## config.mk

```make
export PLATFORM = sky130hd
export DESIGN_NAME = jps_alu
export DESIGN_NICKNAME = d
export VERILOG_FILES = /design/src/rtl/jacobi_pressure_solver_assert.svh /design/src/rtl/jps_pkg.sv /design/src/rtl/jps_alu.sv
export SDC_FILE = /design/constraint.sdc
export NUM_CORES = 2
export LEC_CHECK = 0
export ABC_AREA = 1
export BUFFER_PORTS_ARGS = -buffer_cell sky130_fd_sc_hd__clkbuf_2
export CORE_MARGIN = 5
export CORE_UTILIZATION = 47
export CTS_BUF_LIST = sky130_fd_sc_hd__clkbuf_4
export DETAILED_ROUTE_END_ITERATION = 8
export PLACE_DENSITY = 0.61
export REMOVE_ABC_BUFFERS = 1
export SYNTH_ARGS = -nofsm -noshare
export SYNTH_HDL_FRONTEND = slang
export SYNTH_SLANG_ARGS = --single-unit
```

## constraint.sdc

```tcl
create_clock -name aclk -period 11.9 [get_ports aclk]
set_input_delay 0.595 -clock aclk [delete_from_list [all_inputs] [get_ports aclk]]
set_output_delay 0.595 -clock aclk [all_outputs]
set_load 0.005 [all_outputs]
```

## src/rtl/jacobi_pressure_solver_assert.svh

```systemverilog
// Assertion macros for the Jacobi pressure solver top level.
// Expects aclk and aresetn in scope where a macro is used.
`ifndef JACOBI_PRESSURE_SOLVER_ASSERT_SVH
`define JACOBI_PRESSURE_SOLVER_ASSERT_SVH

// Same-cycle implication, disabled while reset is low.
`define JPS_ASSERT_NOW(label, ante, cons, msg) \
    label: assert property (@(posedge aclk) disable iff (!aresetn) (ante) |-> (cons)) \
        else $error(msg);

// Next-cycle implication, disabled while reset is low.
`define JPS_ASSERT_NEXT(label, ante, cons, msg) \
    label: assert property (@(posedge aclk) disable iff (!aresetn) (ante) |=> (cons)) \
        else $error(msg);

`endif

```

## src/rtl/jps_pkg.sv

```systemverilog
// Shared constants, types and functions of the Jacobi pressure solver.
// No dependencies; used by jps_alu and jacobi_pressure_solver.
`timescale 1ns / 1ps

package jps_pkg;

    localparam int MAX_GRID  = 64;
    localparam int FRAC_BITS = 16;

    localparam int IDX_W  = $clog2(MAX_GRID);
    localparam int ADDR_W = 2 * IDX_W;
    localparam int CNT_W  = $clog2(MAX_GRID + 1);
    localparam int DATA_W = 32;
    localparam int PROD_W = 2 * DATA_W;
    localparam int RND_W  = PROD_W - FRAC_BITS;

    localparam logic signed [PROD_W-1:0] RND_HALF = PROD_W'(1) <<< (FRAC_BITS - 1);

    // Command codes carried in s_tuser.
    localparam logic [1:0] CMD_LOAD  = 2'd0;
    localparam logic [1:0] CMD_SOLVE = 2'd1;
    localparam logic [1:0] CMD_READ  = 2'd2;

    // Configuration register indexes.
    localparam logic [1:0] REG_GRID_SIZE   = 2'd0;
    localparam logic [1:0] REG_ALPHA_GAIN  = 2'd1;
    localparam logic [1:0] REG_RBETA_GAIN  = 2'd2;
    localparam logic [1:0] REG_SWEEP_COUNT = 2'd3;

    localparam logic [6:0]               GRID_RESET  = 7'd64;
    localparam logic signed [DATA_W-1:0] ALPHA_RESET = -32'sd65536;
    localparam logic signed [DATA_W-1:0] RBETA_RESET = 32'sd16384;
    localparam logic [9:0]               SWEEP_RESET = 10'd100;

    // Multiplier operand select.
    localparam logic MUL_ALPHA_DIV = 1'b0;
    localparam logic MUL_ACC_RBETA = 1'b1;

    typedef struct packed {
        logic mul_en;   // load product register
        logic mul_sel;  // operand pair
        logic acc_en;   // update accumulator
        logic acc_load; // start a new sum
        logic acc_rnd;  // add rounded product instead of memory data
    } alu_ctrl_t;

    function automatic logic signed [DATA_W-1:0] sat32(input logic signed [RND_W-1:0] v);
        logic [RND_W-DATA_W:0] hi;
        hi = v[RND_W-1:DATA_W-1];
        if (hi == '0 || hi == '1) begin
            return v[DATA_W-1:0];
        end else if (v[RND_W-1]) begin
            return {1'b1, {(DATA_W-1){1'b0}}};
        end else begin
            return {1'b0, {(DATA_W-1){1'b1}}};
        end
    endfunction

endpackage

```

## src/rtl/jps_alu.sv

```systemverilog
// Shared arithmetic unit: one 32x32 multiplier, rounding stage, accumulator
// and output saturation. Depends on jps_pkg.
`timescale 1ns / 1ps

module jps_alu (
    input  logic                              aclk,
    input  jps_pkg::alu_ctrl_t                ctrl,
    input  logic signed [jps_pkg::DATA_W-1:0] alpha_gain,
    input  logic signed [jps_pkg::DATA_W-1:0] rbeta_gain,
    input  logic signed [jps_pkg::DATA_W-1:0] div_data,
    input  logic signed [jps_pkg::DATA_W-1:0] src_data,
    output logic signed [jps_pkg::DATA_W-1:0] result
);

    logic signed [jps_pkg::DATA_W-1:0] mul_a;
    logic signed [jps_pkg::DATA_W-1:0] mul_b;
    logic signed [jps_pkg::DATA_W-1:0] acc_sat;
    logic signed [jps_pkg::PROD_W-1:0] prod_next;
    logic signed [jps_pkg::PROD_W-1:0] prod_reg;
    logic signed [jps_pkg::PROD_W-1:0] rnd_sum;
    logic signed [jps_pkg::RND_W-1:0]  rnd_reg;
    logic signed [jps_pkg::RND_W-1:0]  addend;
    logic signed [jps_pkg::RND_W-1:0]  acc_reg;

    assign acc_sat = jps_pkg::sat32(acc_reg);
    assign mul_a   = (ctrl.mul_sel == jps_pkg::MUL_ACC_RBETA) ? acc_sat : alpha_gain;
    assign mul_b   = (ctrl.mul_sel == jps_pkg::MUL_ACC_RBETA) ? rbeta_gain : div_data;
    assign prod_next = mul_a * mul_b;

    // Round half up: add half an LSB, then floor through the arithmetic shift.
    assign rnd_sum = prod_reg + jps_pkg::RND_HALF;

    assign addend = ctrl.acc_rnd ? rnd_reg
                  : {{(jps_pkg::RND_W-jps_pkg::DATA_W){src_data[jps_pkg::DATA_W-1]}}, src_data};

    always_ff @(posedge aclk) begin
        if (ctrl.mul_en) begin
            prod_reg <= prod_next;
        end
        rnd_reg <= rnd_sum[jps_pkg::PROD_W-1:jps_pkg::FRAC_BITS];
        if (ctrl.acc_en) begin
            acc_reg <= (ctrl.acc_load ? '0 : acc_reg) + addend;
        end
    end

    assign result = jps_pkg::sat32(rnd_reg);

endmodule

```

==> flow_metrics.env <==
export IMPL_synth_area_leaders="fa_1 47%, inv_1 11%, nand2_1 7.4%, edfxtp_1 6.4%, nor2_1 6.3%"
export IMPL_synthToLayoutAreaGrowth_pct=6.10
export IMPL_yosys_register_bits=145
export IMPL_vias=37800
export IMPL_largest_reg_flops=49
export IMPL_r2r_slack_ns=1.98
export IMPL_synthAdderAreaFrac=0.536
export IMPL_cp_max_fo=15
export IMPL_synth_flop_cell="edfxtp_1"
export IMPL_path_class="flop to flop"
export IMPL_drive_above_1_share=0.0671
export IMPL_netlist_instances=5530
export IMPL_syn_area_per_cell_um2=8.26
export IMPL_grtUsageTotal=0.318
export IMPL_synth_top_family_by_area="adder cells"
export IMPL_cp_end_kind="flop"
export IMPL_period_share=0.834
export IMPL_yosysTopAreaCell="fa_1"
export IMPL_max_stage_delay_ns=0.80
export IMPL_clockBufferDepth=2
export IMPL_finalHoldViolations=0
export IMPL_ys_types=52
export IMPL_ff2ff_path_depth=33
export IMPL_timing_slew_headroom=0.0999
export IMPL_dp_hpwl_um=131000
export IMPL_synth_xor_area_frac=0.0276
export IMPL_arrival_ns=10.28
export IMPL_vias_per_cell=5.46
export IMPL_rows=114
export IMPL_wl_um=162000
export IMPL_antenna_left=0
export IMPL_max_freq_mhz=101
export IMPL_synth_mux_area_frac=0
export IMPL_port_buffers=165
export IMPL_grt_ovfl_total=0
export IMPL_post_route_min_period_ns=9.92
export IMPL_worstMarginPinSlew_ns=1.35
export IMPL_grt_max_degree=74
export IMPL_crit_slowest_cell="inv_1"
export IMPL_synth_area_um2=45700
export IMPL_ys_warn_count=0
export IMPL_nNetsFinal=7065
export IMPL_hold_path_class="primary input to flop"
export IMPL_synth_enable_flop_cells=97
export IMPL_die_x_um=322
export IMPL_cts_root_buffer="clkbuf_4"
export IMPL_drtIter0Drc=3537
export IMPL_outcome="completed"
export IMPL_start_util=0.473
export IMPL_async_flop_share=0
export IMPL_setup_viol=0
export IMPL_synthSimpleGateAreaFrac=0.158
export IMPL_tritoncts="yes"
export IMPL_whs_path_depth=4
export IMPL_cts_resized_gates=0
export IMPL_synth_top_cell_area_share=0.474
export IMPL_ctsHoldBuffers=0
export IMPL_cp_required_ns=12.26
export IMPL_antenna_found_initial=7
export IMPL_die_y_um=322
export IMPL_drc_errors=0
export IMPL_grt_pass1_vias=40200
export IMPL_grt_pass1_wl_um=247000
export IMPL_place_congestion=0.979
export IMPL_rsz0062_at_grt="false"
export IMPL_ys_seq_area_frac=0.0848
export IMPL_cts_made_buffers=17
export IMPL_clkLatencyLatePin_ns=0.63
export IMPL_skew_ns=0.0423
export IMPL_max_cap_violations=0
export IMPL_fin_setup_tns_ns=0
export IMPL_post_cts_setup_buffers=0
export IMPL_htree_num_levels=4
export IMPL_clk_pin_slew_ns=0.13
export IMPL_critPathLaunchType="flop"
export IMPL_synth_compound_area_share=0.0599
export IMPL_firstDrtPassIters=8
export IMPL_drv_slew=0
export IMPL_boundaryPins=166
export IMPL_wl_per_cell_um=23.5
export IMPL_die_area_um2=104000
export IMPL_synth_most_common_cell="inv_1"
export IMPL_ys_top_cells_by_count="1396 x inv_1, 1082 x fa_1, 895 x nand2_1"
export IMPL_clock_sinks=145
export IMPL_core_area_um2=96600
export IMPL_cpMostUsedCell="fa_1"
## placed cells by master, fill, tap and decap left out, drive strengths merged, types with 4 or more instances in the layout
cell     count
a211oi       6
a21o         7
a21oi      176
a31oi       21
buf         90
clkbuf     181
clkinv      15
dfxtp       48
edfxtp      97
fa        1082
ha         228
inv       1428
nand2      899
nand3       55
nand4       26
nor2       780
nor3        22
nor4        29
o2111ai      4
o21a        19
o21ai      248
o21bai       5
o31ai        5
xnor2       42
xor2       102
## metrics by stage
| stage | worst slack [ns] | hold WS (ns) | util | instances | area (µm²) |
|---|---|---|---|---|---|
| after floorplan | 2.63 | 0.431 | - | 5348 | 45000 |
| after global placement | 1.41 | 0.475 | 0.499 | 6878 | 48200 |
| after detailed placement | 1.49 | 0.480 | 0.499 | 6878 | 48200 |
| after CTS | 2.07 | 0.370 | 0.502 | 6910 | 48500 |
| after global routing | 1.35 | 0.421 | 0.502 | 6911 | 48500 |
| final | 1.98 | 0.418 | 0.502 | 6913 | 48500 |
## cell type report
cell class	count	area, µm²
diodes	3	7.51
clock buffers	17	128
clock inverters	15	145
fillers	9465	48100
inverters	1430	5370
multi-input cells	3773	35900
flip-flops and latches	145	3870
well taps	1276	1600
repair buffers	254	1500
## critical path: cells and delay by family, from the launching register on
| family | cells | cell delay [ns] |
|---|---|---|
| simple gates | 15 | 2.30 |
| flops | 1 | 0.45 |
| compound gates | 3 | 0.80 |
| buf+inv | 6 | 1.49 |
| fa+ha+maj | 9 | 4.62 |
## path summary, 6_finish.rpt
kind / start / endpoint
min reg2reg: prod_reg[63] / rnd_reg[47]
max: acc_reg[44] / prod_reg[53]
min: src_data[0] / acc_reg[0]
max reg2reg: acc_reg[44] / prod_reg[53]
## routing by layer
layer,wire (µm),track usage,vias up
met4,7720,0.119,0
met2,76100,0.523,1831
met3,14500,0.0508,369
met1,63800,0.429,19200
met5,0,0,-
li1,-,-,16300
## kinds of logic after synthesis
group	count (synthesis)
and+or+nand+nor	1817
buffers and inverters	1612
adders and majority gates	1310
AOI/OAI and AO/OA	502
DFF	145
xor gates and xnor gates	144
Power is left out: the tool's default activity adds up to more than one toggle a clock period on the data nets, which glitch-free logic cannot reach.
